[src/hdl/abhc_pkg.sv]
// abhc_pkg: shared types, fixed-point limits and the microcode program
// of the adc biquad high-pass cascade. no dependencies.
`timescale 1ns / 1ps

package abhc_pkg;

    // signal format q4.20 and coefficient field layout
    localparam int SIG_W        = 25;
    localparam int SIG_FRAC     = 20;
    localparam int COEF_W       = 20;
    localparam int COEF_REG_W   = 60;
    localparam int IN_LIMIT     = 1258291;
    localparam int STATE_LIMIT  = 8 << SIG_FRAC;
    localparam int STAGE_LIMIT  = 4 << SIG_FRAC;
    localparam int UNIT_ONE     = 1 << SIG_FRAC;
    localparam int X_SHIFT      = 12;
    localparam logic [23:0] GAIN_DEFAULT = 24'd2097152;

    localparam int STEP_W       = 4;
    localparam int CFG_IDX_W    = 3;

    typedef enum logic [CFG_IDX_W-1:0] {
        REG_STAGE_COUNT = 3'd0,
        REG_COEF_FIRST  = 3'd1,
        REG_COEF_SECOND = 3'd2,
        REG_ADC_MID     = 3'd3,
        REG_ADC_GAIN    = 3'd4,
        REG_DAC_MID     = 3'd5,
        REG_DAC_SPAN    = 3'd6
    } reg_idx_t;

    // multiplier operand selects
    typedef enum logic [2:0] {
        MA_GAIN, MA_B0, MA_A1, MA_A2, MA_SPAN
    } mul_a_t;

    typedef enum logic [1:0] {
        MB_DIFF, MB_Y, MB_O, MB_UNIT
    } mul_b_t;

    // writeback actions
    typedef enum logic [2:0] {
        WB_NONE, WB_X, WB_O, WB_Z1, WB_Z2, WB_EMIT
    } wb_t;

    // jump conditions
    typedef enum logic [1:0] {
        JC_NEXT, JC_NO_STAGES, JC_MORE, JC_END
    } jc_t;

    typedef logic [STEP_W-1:0] step_t;

    typedef struct packed {
        logic   mul_en;
        mul_a_t mul_a;
        mul_b_t mul_b;
        wb_t    wb;
        jc_t    jc;
        step_t  target;
    } ucode_t;

    typedef struct packed {
        logic   load;
        logic   fire;
        ucode_t uc;
    } ctrl_t;

    typedef struct packed {
        logic no_stages;
        logic more_sections;
    } stat_t;

    typedef struct packed {
        logic [COEF_REG_W-1:0] coef_first;
        logic [COEF_REG_W-1:0] coef_second;
        logic [11:0]           adc_mid;
        logic [23:0]           adc_gain;
        logic [11:0]           dac_mid;
        logic [11:0]           dac_span;
    } cfg_t;

    localparam step_t STEP_SECTION = 4'd2;
    localparam step_t STEP_DAC     = 4'd8;

    // control program, one word per step
    function automatic ucode_t ucode(input step_t step);
        ucode_t w;
        w = '{mul_en: 1'b0, mul_a: MA_GAIN, mul_b: MB_DIFF, wb: WB_NONE,
              jc: JC_END, target: '0};
        unique case (step)
            4'd0: w = '{1'b1, MA_GAIN, MB_DIFF, WB_NONE, JC_NEXT,      '0};
            4'd1: w = '{1'b0, MA_GAIN, MB_DIFF, WB_X,    JC_NO_STAGES, STEP_DAC};
            4'd2: w = '{1'b1, MA_B0,   MB_Y,    WB_NONE, JC_NEXT,      '0};
            4'd3: w = '{1'b0, MA_GAIN, MB_DIFF, WB_O,    JC_NEXT,      '0};
            4'd4: w = '{1'b1, MA_A1,   MB_O,    WB_NONE, JC_NEXT,      '0};
            4'd5: w = '{1'b0, MA_GAIN, MB_DIFF, WB_Z1,   JC_NEXT,      '0};
            4'd6: w = '{1'b1, MA_A2,   MB_O,    WB_NONE, JC_NEXT,      '0};
            4'd7: w = '{1'b0, MA_GAIN, MB_DIFF, WB_Z2,   JC_MORE,      STEP_SECTION};
            4'd8: w = '{1'b1, MA_SPAN, MB_UNIT, WB_NONE, JC_NEXT,      '0};
            4'd9: w = '{1'b0, MA_GAIN, MB_DIFF, WB_EMIT, JC_END,       '0};
            default: w = '{1'b0, MA_GAIN, MB_DIFF, WB_NONE, JC_END,    '0};
        endcase
        return w;
    endfunction

endpackage

[src/hdl/abhc_seq.sv]
// abhc_seq: step counter and program table of the cascade.
// takes status flags from abhc_dpath; uses abhc_pkg.
`timescale 1ns / 1ps

module abhc_seq (
    input  logic            aclk,
    input  logic            aresetn,
    input  logic            start,
    input  logic            out_free,
    input  abhc_pkg::stat_t stat,
    output logic            busy,
    output abhc_pkg::ctrl_t ctrl
);

    logic                busy_reg, busy_next;
    abhc_pkg::step_t     step_reg, step_next;
    abhc_pkg::ucode_t    uc;
    logic                hold;
    logic                fire;

    assign uc   = abhc_pkg::ucode(step_reg);
    // the emit step waits for the output register to free up
    assign hold = (uc.wb == abhc_pkg::WB_EMIT) && !out_free;
    assign fire = busy_reg && !hold;

    always_comb begin
        busy_next = busy_reg;
        step_next = step_reg;
        if (!busy_reg) begin
            if (start) begin
                busy_next = 1'b1;
                step_next = '0;
            end
        end else if (fire) begin
            unique case (uc.jc)
                abhc_pkg::JC_NEXT:      step_next = step_reg + 1'b1;
                abhc_pkg::JC_NO_STAGES: step_next = stat.no_stages ? uc.target
                                                                   : step_reg + 1'b1;
                abhc_pkg::JC_MORE:      step_next = stat.more_sections ? uc.target
                                                                       : step_reg + 1'b1;
                abhc_pkg::JC_END: begin
                    busy_next = 1'b0;
                    step_next = '0;
                end
                default: step_next = '0;
            endcase
        end
    end

    always_ff @(posedge aclk) begin
        if (!aresetn) begin
            busy_reg <= 1'b0;
            step_reg <= '0;
        end else begin
            busy_reg <= busy_next;
            step_reg <= step_next;
        end
    end

    assign busy      = busy_reg;
    assign ctrl.load = start && !busy_reg;
    assign ctrl.fire = fire;
    assign ctrl.uc   = uc;

endmodule

[src/hdl/abhc_dpath.sv]
// abhc_dpath: shared multiplier, working registers, section delay states
// and dac code mapping. driven by abhc_seq; uses abhc_pkg.
`timescale 1ns / 1ps

module abhc_dpath #(
    parameter int SAMPLE_BITS    = 12,
    parameter int DAC_MAX_CODE   = 4095,
    parameter int MAX_SECTIONS   = 2,
    parameter int COEF_FRAC_BITS = 18
) (
    input  logic                   aclk,
    input  logic                   aresetn,
    input  abhc_pkg::ctrl_t        ctrl,
    input  abhc_pkg::cfg_t         cfg,
    input  logic [1:0]             stage_cnt,
    input  logic [SAMPLE_BITS-1:0] adc_in,
    output abhc_pkg::stat_t        stat,
    output logic [SAMPLE_BITS-1:0] dac_code
);

    localparam int SIG_W   = abhc_pkg::SIG_W;
    localparam int A_W     = abhc_pkg::SIG_W;
    localparam int O_W     = (((41 - COEF_FRAC_BITS) > 23) ? (41 - COEF_FRAC_BITS) : 23) + 3;
    localparam int D_W     = ((SAMPLE_BITS > 12) ? SAMPLE_BITS : 12) + 1;
    localparam int PROD_W  = A_W + O_W;
    localparam int ACC_W   = PROD_W + 2;
    localparam int Z_N     = 2 * MAX_SECTIONS;
    localparam int ZI_W    = $clog2(Z_N);
    localparam int SEC_W   = (MAX_SECTIONS > 1) ? $clog2(MAX_SECTIONS) : 1;
    localparam int V_W     = 40;
    localparam int CODE_W  = 17;
    localparam logic signed [ACC_W-1:0] RND_HALF  = ACC_W'(1) <<< (COEF_FRAC_BITS - 1);
    localparam logic signed [ACC_W-1:0] LIM_IN    = ACC_W'(abhc_pkg::IN_LIMIT);
    localparam logic signed [ACC_W-1:0] LIM_STATE = ACC_W'(abhc_pkg::STATE_LIMIT);
    localparam logic signed [ACC_W-1:0] LIM_STAGE = ACC_W'(abhc_pkg::STAGE_LIMIT);
    localparam logic signed [SIG_W-1:0] LIM_UNIT  = SIG_W'(abhc_pkg::UNIT_ONE);
    localparam logic signed [V_W-1:0]   V_HALF    = V_W'(1) <<< (abhc_pkg::SIG_FRAC - 1);
    localparam logic signed [V_W-1:0]   V_LIMIT   = V_W'(DAC_MAX_CODE) <<< abhc_pkg::SIG_FRAC;

    function automatic logic signed [ACC_W-1:0] sat(
        input logic signed [ACC_W-1:0] v,
        input logic signed [ACC_W-1:0] lim
    );
        if (v < -lim) return -lim;
        if (v > lim)  return lim;
        return v;
    endfunction

    function automatic logic signed [ACC_W-1:0] rnd(input logic signed [ACC_W-1:0] v);
        return (v + RND_HALF) >>> COEF_FRAC_BITS;
    endfunction

    logic [SAMPLE_BITS-1:0]     adc_reg;
    logic signed [PROD_W-1:0]   prod_reg;
    logic signed [PROD_W-1:0]   p0_reg;
    logic signed [O_W-1:0]      o_reg;
    logic signed [SIG_W-1:0]    y_reg;
    logic [SEC_W-1:0]           sec_reg;
    logic signed [SIG_W-1:0]    z_reg [Z_N];

    logic [abhc_pkg::COEF_REG_W-1:0] coef;
    logic [23:0]                gain_eff;
    logic signed [D_W-1:0]      diff;
    logic signed [SIG_W-1:0]    y_unit;
    logic signed [A_W-1:0]      op_a;
    logic signed [O_W-1:0]      op_b;
    logic signed [PROD_W-1:0]   mul_w;
    logic [ZI_W-1:0]            z_addr, z1_addr, z2_addr;
    logic signed [SIG_W-1:0]    z_rd;
    logic signed [ACC_W-1:0]    prod_ext, p0_ext, z_ext;
    logic signed [ACC_W-1:0]    x_val, o_val, n1_val, n2_val, ys_val;
    logic signed [V_W-1:0]      v_w, v_rnd;
    logic [CODE_W-1:0]          code_sel;

    assign coef     = (sec_reg == '0) ? cfg.coef_first : cfg.coef_second;
    assign gain_eff = (cfg.adc_gain == '0) ? abhc_pkg::GAIN_DEFAULT : cfg.adc_gain;
    assign diff     = D_W'($signed({1'b0, adc_reg})) - D_W'($signed({1'b0, cfg.adc_mid}));
    assign y_unit   = (y_reg < -LIM_UNIT) ? -LIM_UNIT : ((y_reg > LIM_UNIT) ? LIM_UNIT : y_reg);

    always_comb begin
        case (ctrl.uc.mul_a)
            abhc_pkg::MA_GAIN: op_a = A_W'($signed({1'b0, gain_eff}));
            abhc_pkg::MA_B0:   op_a = A_W'($signed(coef[19:0]));
            abhc_pkg::MA_A1:   op_a = A_W'($signed(coef[39:20]));
            abhc_pkg::MA_A2:   op_a = A_W'($signed(coef[59:40]));
            abhc_pkg::MA_SPAN: op_a = A_W'($signed({1'b0, cfg.dac_span}));
            default:           op_a = '0;
        endcase
        case (ctrl.uc.mul_b)
            abhc_pkg::MB_DIFF: op_b = O_W'(diff);
            abhc_pkg::MB_Y:    op_b = O_W'(y_reg);
            abhc_pkg::MB_O:    op_b = o_reg;
            abhc_pkg::MB_UNIT: op_b = O_W'(y_unit);
            default:           op_b = '0;
        endcase
    end

    assign mul_w = op_a * op_b;

    // one read port: z2 while the z1 update runs, z1 otherwise
    assign z1_addr = ZI_W'({sec_reg, 1'b0});
    assign z2_addr = ZI_W'({sec_reg, 1'b1});
    assign z_addr  = (ctrl.uc.wb == abhc_pkg::WB_Z1) ? z2_addr : z1_addr;
    assign z_rd    = z_reg[z_addr];

    assign prod_ext = ACC_W'(prod_reg);
    assign p0_ext   = ACC_W'(p0_reg);
    assign z_ext    = ACC_W'(z_rd);

    assign x_val  = sat(prod_ext >>> abhc_pkg::X_SHIFT, LIM_IN);
    assign o_val  = rnd(prod_ext) + z_ext;
    // b1 = -2*b0, so b1*y is minus twice the saved b0*y product
    assign n1_val = sat(rnd(-(p0_ext <<< 1) - prod_ext) + z_ext, LIM_STATE);
    assign n2_val = sat(rnd(p0_ext - prod_ext), LIM_STATE);
    assign ys_val = sat(ACC_W'(o_reg), LIM_STAGE);

    always_ff @(posedge aclk) begin
        if (!aresetn) begin
            for (int i = 0; i < Z_N; i++) begin
                z_reg[i] <= '0;
            end
            sec_reg <= '0;
        end else if (ctrl.fire) begin
            case (ctrl.uc.wb)
                abhc_pkg::WB_X:  sec_reg <= '0;
                abhc_pkg::WB_Z1: z_reg[z1_addr] <= SIG_W'(n1_val);
                abhc_pkg::WB_Z2: begin
                    z_reg[z2_addr] <= SIG_W'(n2_val);
                    sec_reg        <= sec_reg + 1'b1;
                end
                default: ;
            endcase
        end
    end

    always_ff @(posedge aclk) begin
        if (ctrl.load) begin
            adc_reg <= adc_in;
        end
        if (ctrl.fire) begin
            if (ctrl.uc.mul_en) begin
                prod_reg <= mul_w;
            end
            case (ctrl.uc.wb)
                abhc_pkg::WB_X: y_reg <= SIG_W'(x_val);
                abhc_pkg::WB_O: begin
                    p0_reg <= prod_reg;
                    o_reg  <= O_W'(o_val);
                end
                abhc_pkg::WB_Z2: y_reg <= SIG_W'(ys_val);
                default: ;
            endcase
        end
    end

    assign stat.no_stages     = (stage_cnt == 2'd0);
    assign stat.more_sections = ((3'(sec_reg) + 3'd1) < 3'(stage_cnt));

    // dac mapping from the span product
    always_comb begin
        v_w   = V_W'(prod_reg) + ($signed(V_W'(cfg.dac_mid)) <<< abhc_pkg::SIG_FRAC);
        v_rnd = v_w + V_HALF;
        if (v_w < 0) begin
            code_sel = '0;
        end else if (v_w > V_LIMIT) begin
            code_sel = CODE_W'(DAC_MAX_CODE);
        end else begin
            code_sel = v_rnd[abhc_pkg::SIG_FRAC +: CODE_W];
        end
    end

    assign dac_code = SAMPLE_BITS'(code_sel);

endmodule

[src/hdl/adc_biquad_highpass_cascade.sv]
// adc_biquad_highpass_cascade: adc code in, high-pass filtered dac code out.
// the microcode steps share a single multiplier, so a new sample is accepted
// only once the program for the last one has ended, and the emit step waits
// while the output register is still held. synchronous active-low reset
// loads register defaults and clears the delay states at once.
`timescale 1ns / 1ps

module adc_biquad_highpass_cascade #(
    parameter int SAMPLE_BITS    = 12,
    parameter int DAC_MAX_CODE   = 4095,
    parameter int MAX_SECTIONS   = 2,
    parameter int COEF_FRAC_BITS = 18
) (
    input  logic                                aclk,
    input  logic                                aresetn,
    input  logic                                s_axis_tvalid,
    output logic                                s_axis_tready,
    input  logic [((SAMPLE_BITS+7)/8)*8-1:0]    s_axis_tdata,  // adc_sample
    output logic                                m_axis_tvalid,
    input  logic                                m_axis_tready,
    output logic [((SAMPLE_BITS+7)/8)*8-1:0]    m_axis_tdata,  // dac_sample
    input  logic                                cfg_valid,
    output logic                                cfg_ready,
    input  logic [abhc_pkg::CFG_IDX_W-1:0]      cfg_index,
    input  logic [abhc_pkg::COEF_REG_W-1:0]     cfg_data
);

    localparam int TDATA_W = ((SAMPLE_BITS + 7) / 8) * 8;

    logic [1:0]             stage_count_reg;
    abhc_pkg::cfg_t         cfg_reg;
    logic [1:0]             count_eff;
    logic                   busy;
    logic                   out_free;
    logic                   emit;
    abhc_pkg::ctrl_t        ctrl;
    abhc_pkg::stat_t        stat;
    logic [SAMPLE_BITS-1:0] dac_code;
    logic                   m_valid_reg;
    logic [SAMPLE_BITS-1:0] m_data_reg;

    assign cfg_ready = 1'b1;

    always_ff @(posedge aclk) begin
        if (!aresetn) begin
            stage_count_reg     <= 2'd2;
            cfg_reg.coef_first  <= '0;
            cfg_reg.coef_second <= '0;
            cfg_reg.adc_mid     <= 12'd2048;
            cfg_reg.adc_gain    <= abhc_pkg::GAIN_DEFAULT;
            cfg_reg.dac_mid     <= 12'd2048;
            cfg_reg.dac_span    <= 12'd2048;
        end else if (cfg_valid) begin
            unique case (cfg_index)
                abhc_pkg::REG_STAGE_COUNT: stage_count_reg     <= cfg_data[1:0];
                abhc_pkg::REG_COEF_FIRST:  cfg_reg.coef_first  <= cfg_data;
                abhc_pkg::REG_COEF_SECOND: cfg_reg.coef_second <= cfg_data;
                abhc_pkg::REG_ADC_MID:     cfg_reg.adc_mid     <= cfg_data[11:0];
                abhc_pkg::REG_ADC_GAIN:    cfg_reg.adc_gain    <= cfg_data[23:0];
                abhc_pkg::REG_DAC_MID:     cfg_reg.dac_mid     <= cfg_data[11:0];
                abhc_pkg::REG_DAC_SPAN:    cfg_reg.dac_span    <= cfg_data[11:0];
                default: ;
            endcase
        end
    end

    assign count_eff = (stage_count_reg > 2'(MAX_SECTIONS)) ? 2'(MAX_SECTIONS)
                                                            : stage_count_reg;

    assign s_axis_tready = !busy;
    assign out_free      = !m_valid_reg || m_axis_tready;

    abhc_seq u_seq (
        .aclk     (aclk),
        .aresetn  (aresetn),
        .start    (s_axis_tvalid),
        .out_free (out_free),
        .stat     (stat),
        .busy     (busy),
        .ctrl     (ctrl)
    );

    abhc_dpath #(
        .SAMPLE_BITS    (SAMPLE_BITS),
        .DAC_MAX_CODE   (DAC_MAX_CODE),
        .MAX_SECTIONS   (MAX_SECTIONS),
        .COEF_FRAC_BITS (COEF_FRAC_BITS)
    ) u_dpath (
        .aclk      (aclk),
        .aresetn   (aresetn),
        .ctrl      (ctrl),
        .cfg       (cfg_reg),
        .stage_cnt (count_eff),
        .adc_in    (s_axis_tdata[SAMPLE_BITS-1:0]),
        .stat      (stat),
        .dac_code  (dac_code)
    );

    assign emit = ctrl.fire && (ctrl.uc.wb == abhc_pkg::WB_EMIT);

    // output register
    always_ff @(posedge aclk) begin
        if (!aresetn) begin
            m_valid_reg <= 1'b0;
        end else if (emit) begin
            m_valid_reg <= 1'b1;
        end else if (m_axis_tready) begin
            m_valid_reg <= 1'b0;
        end
    end

    always_ff @(posedge aclk) begin
        if (emit) begin
            m_data_reg <= dac_code;
        end
    end

    assign m_axis_tvalid = m_valid_reg;
    assign m_axis_tdata  = TDATA_W'(m_data_reg);

    a_emit_free: assert property (@(posedge aclk) disable iff (!aresetn)
        emit |-> (!m_valid_reg || m_axis_tready))
        else $error("result emitted over an untaken item");

    a_busy_after_accept: assert property (@(posedge aclk) disable iff (!aresetn)
        (s_axis_tvalid && s_axis_tready) |=> !s_axis_tready)
        else $error("sequencer not busy after accepting an item");

    a_emit_in_run: assert property (@(posedge aclk) disable iff (!aresetn)
        emit |-> busy)
        else $error("emit outside a running program");

endmodule

[config.mk]
export PLATFORM = sky130hd
export DESIGN_NAME = adc_biquad_highpass_cascade
export DESIGN_NICKNAME = d
export VERILOG_FILES = /design/src/hdl/abhc_pkg.sv /design/src/hdl/abhc_seq.sv /design/src/hdl/abhc_dpath.sv /design/src/hdl/adc_biquad_highpass_cascade.sv
export SDC_FILE = /design/constraint.sdc
export NUM_CORES = 2
export LEC_CHECK = 0
export ABC_AREA = 1
export BUFFER_PORTS_ARGS = -buffer_cell sky130_fd_sc_hd__buf_2
export CORE_UTILIZATION = 70
export DETAILED_ROUTE_END_ITERATION = 8
export PLACE_DENSITY = 0.95
export SLEW_MARGIN = 30
export SYNTH_ARGS = -nofsm -noshare
export SYNTH_HDL_FRONTEND = slang
export SYNTH_SLANG_ARGS = --single-unit
[constraint.sdc]
create_clock -name aclk -period 27 [get_ports aclk]
set_clock_uncertainty 0.15 [all_clocks]
set_input_delay 2.7 -clock aclk [delete_from_list [all_inputs] [get_ports aclk]]
set_output_delay 2.7 -clock aclk [all_outputs]
set_load 0.01 [all_outputs]
==> run_results.csv <==
group,metric,value,unit
outcome,status,"completed",
setup_path,rrSetupSlack,15880,ps
clock_tree,path_clk_slew,70,ps
timing,setup_viol,0,
setup_path,crit_family,"adder cells",
yosys,synthFlopType,"edfxtp_1",
setup_path,crit_path_end_kind,"register",
setup_path,worst_r2r_endpoint,"u_dpath.prod_reg[50]$_DFFE_PP_",
routing,drt_iter0_drc,6070,
timing,worstMarginPinSlew,1030,ps
yosys,synthCells,7311,
placement,place_area,58500,um2
clock_tree,clk_latency,660,ps
placement,placedCellCount,8323,
layout,largest_reg_flops,180,
min_path,hold-path-endpoint,"cfg_reg[5]$_SDFFE_PN0P_",
clock_tree,clockRootBuffer,"clkbuf_16",
setup_path,cp_num_buf_inv,10,
routing,ant_nets,0,
layout,final_cells,8424,
clock_tree,cts_buffer_depth,3,
setup_path,cp_common_cell,"inv_1",
yosys,ys_types,66,
timing,finalHoldViolCount,0,
setup_path,timing.rr.start,"u_dpath.adc_reg[2]$_DFFE_PP_",
setup_path,r2r_cells,40,
layout,nets,8520,
setup_path,path_max_fanout,13,
grt,grt_pass1_vias,54006,
timing,drv_slew,0,
run,cap_viol_max_count,0,
timing,fmax,89.9,MHz
yosys,ys_ff_latch,479,
grt,grt_max_degree,103,
die,initial_core_util,70.7,%
routing,vias_per_cell,6.26,
placement,dp_slack,16530,ps
clock_tree,cts_hold_buffers,0,
timing,finalCritPeriodShare,41.2,%
setup_path,crit_required,27230,ps
layout,syn2layout_area_growth,5.92,%
clock_tree,cts_tree,"done",
timing,rsz0062_at_grt,"false",
layout,most-common-layout-cells,"1374 x inv_1, 1208 x nand2_1, 1150 x nor2_1",
yosys,async_flop_share,0,%
clock_tree,cts_resized,0,
grt,grt-busiest-layer,"met2",
min_path,holdPathStages,2,
clock_tree,htreeDepth,2,
routing,num_vias,52772,
routing,totalWireLength,197000,um
min_path,hp-start,"cfg_reg[5]$_SDFFE_PN0P_",
layout,final_common_cell,"inv_1",
die,dieArea,82500,um2
setup_path,critPathLaunchType,"register",
yosys,synth_edf_count,277,
grt,grtUsageMet1,52.8,%
grt,grt_pass1_wl,298000,um
pwr,p_leak,29.9,nW
grt,grt-ovfl-total,0,
setup_path,max_stage_delay,740,ps
routing,wl_per_cell,23.4,um
pwr,powerDensity,108,nW/um2
grt,track_usage,48.0,%
timing,fin_tns_setup,0,ps
yosys,synth_area_per_cell,7.79,um2
placement,post-dp-hpwl,153000,um
timing,maxSlewHeadroom,30.8,%
timing,fin_ws,15880,ps
yosys,syn_area,56900,um2
die,core.rowCount,104,
layout,drive_gt1_share,5.14,%
pwr,irDropWorstVdd,0.110,mV
layout,stdcell_area,60300,um2
placement,port_buffers,93,
yosys,yosysSeqAreaShare,21.7,%
die,core,80500,um2
die,die_y,287,um
routing,drtPass1Iterations,7,
die,ios,103,
setup_path,crit_type,"register to register",
placement,place.gp.congestion,1.06,
clock_tree,cts_setup_buffers,0,
die,fp.dieW,287,um
min_path,hold_path_class,"register to register",
grt,met3_usage,12.6,%
grt,grt_antenna_before_repair,5,
clock_tree,cts_buffers,53,
grt,grtUsageMet2,76.3,%
yosys,ys_warn_count,0,
setup_path,critPathSlowestCell,"o21ai_0",
clock_tree,cts.sinks,479,
timing,period_needed,11120,ps
setup_path,crit_arrival,11350,ps
routing,drc,0,
-- power by group --
group / internal, mW / leakage (nW) / switching, mW
Clock: 0.430 / 0.892 / 0.340
Sequential: 0.936 / 4.30 / 0.0880
Combinational: 1.53 / 24.7 / 3.21
-- worst max-delay path by stage --
stage                     cells after the start                         start                              to
final                                        40  u_dpath.adc_reg[2]$_DFFE_PP_  u_dpath.prod_reg[50]$_DFFE_PP_
after global routing                         40  u_dpath.adc_reg[2]$_DFFE_PP_  u_dpath.prod_reg[50]$_DFFE_PP_
after CTS                                    33  u_dpath.sec_reg$_SDFFE_PN0P_  u_dpath.prod_reg[50]$_DFFE_PP_
after detailed placement                     33  u_dpath.sec_reg$_SDFFE_PN0P_  u_dpath.prod_reg[50]$_DFFE_PP_
after global placement                       40  u_dpath.adc_reg[2]$_DFFE_PP_  u_dpath.prod_reg[50]$_DFFE_PP_
after floorplan                              34  u_dpath.adc_reg[0]$_DFFE_PP_  u_dpath.prod_reg[49]$_DFFE_PP_
-- cell type report --
cell class	count	area, um2
tap	1060	1330
multi-input combinational	5216	38500
timing repair buffer	176	1090
clock buffer	68	1470
sequential	479	12400
inverter	1392	5230
antenna	3	7.51
fill	5755	20200
clock inverter	30	353
-- worst register-to-register path, delay by kind of cell (launching register included) --
| kind | cells | cell delay, ps |
|---|---|---|
| flops | 1 | 400 |
| compound gates | 14 | 3350 |
| xor+xnor | 1 | 170 |
| simple gates | 6 | 1050 |
| buf+inv | 10 | 1340 |
| fa+ha+maj | 9 | 4410 |
-- layer usage --
| layer | up-vias | share of wire [%] |
|---|---|---|
| met5 | - | 0.050 |
| met4 | 10 | 11 |
| met3 | 1312 | 12 |
| met2 | 3769 | 45 |
| met1 | 24652 | 32 |
| li1 | 23029 | - |
-- kinds of logic (layout without fill, tap and decap cells) --
group | count (synthesis) | after routing | synth area share [%]
other | 2 | 8 | 0.0132
AOI/OAI and AO/OA | 1081 | 1081 | 10.5
adders and majority gates | 1118 | 1118 | 33.6
xor gates and xnor gates | 187 | 187 | 2.88
muxes | 1 | 1 | 0.0198
DFF | 479 | 479 | 21.7
buffers and inverters | 1619 | 1666 | 10.9
and+or+nand+nor | 2824 | 2824 | 20.4
-- cell usage after synthesis (6+ instances only) --
cell type  instances  area, um2
nand3_2           33        330
nand3b_1           7       52.6
a21oi_1          389       1950
edfxtp_1         277       8320
a21oi_2            8       70.1
nor2_2             8       50.1
or2_2             11       68.8
ha_1             433       5420
nor4_1            38        238
a211oi_1           6       45.0
a31oi_1           43        269
nand3_1          192        961
nand2_2           10       62.6
o21ai_0          454       2270
clkbuf_1         168        631
clkinv_1          12       45.0
nor3_1            71        355
fa_1             685      13700
a221o_1            7       70.1
o22ai_1           36        225
o211ai_1          29        218
xor2_1           122       1070
o21ai_1            8       40.0
dfxtp_1          202       4040
buf_4              7       52.6
nand2_1         1211       4550
nand4_1           70        438
xnor2_1           65        569
buf_2             42        210
nor3_2             8       80.1
nor2_1          1154       4330
buf_6              6       67.6
a21o_1            28        210
o21bai_1          21        158
o21a_1            11       82.6
inv_1           1376       5160
-- stage by stage --
step	total power, mW	hold slack, ps	util [%]
3_5_place_dp	5.57	289	72.6
4_1_cts	6.37	299	74.8
3_3_place_gp	5.42	284	72.6
5_1_grt	6.95	316	74.9
2_1_floorplan	4.24	271	-
6_report	6.54	299	74.9
Note: power is estimated with default switching activity, not from simulation.
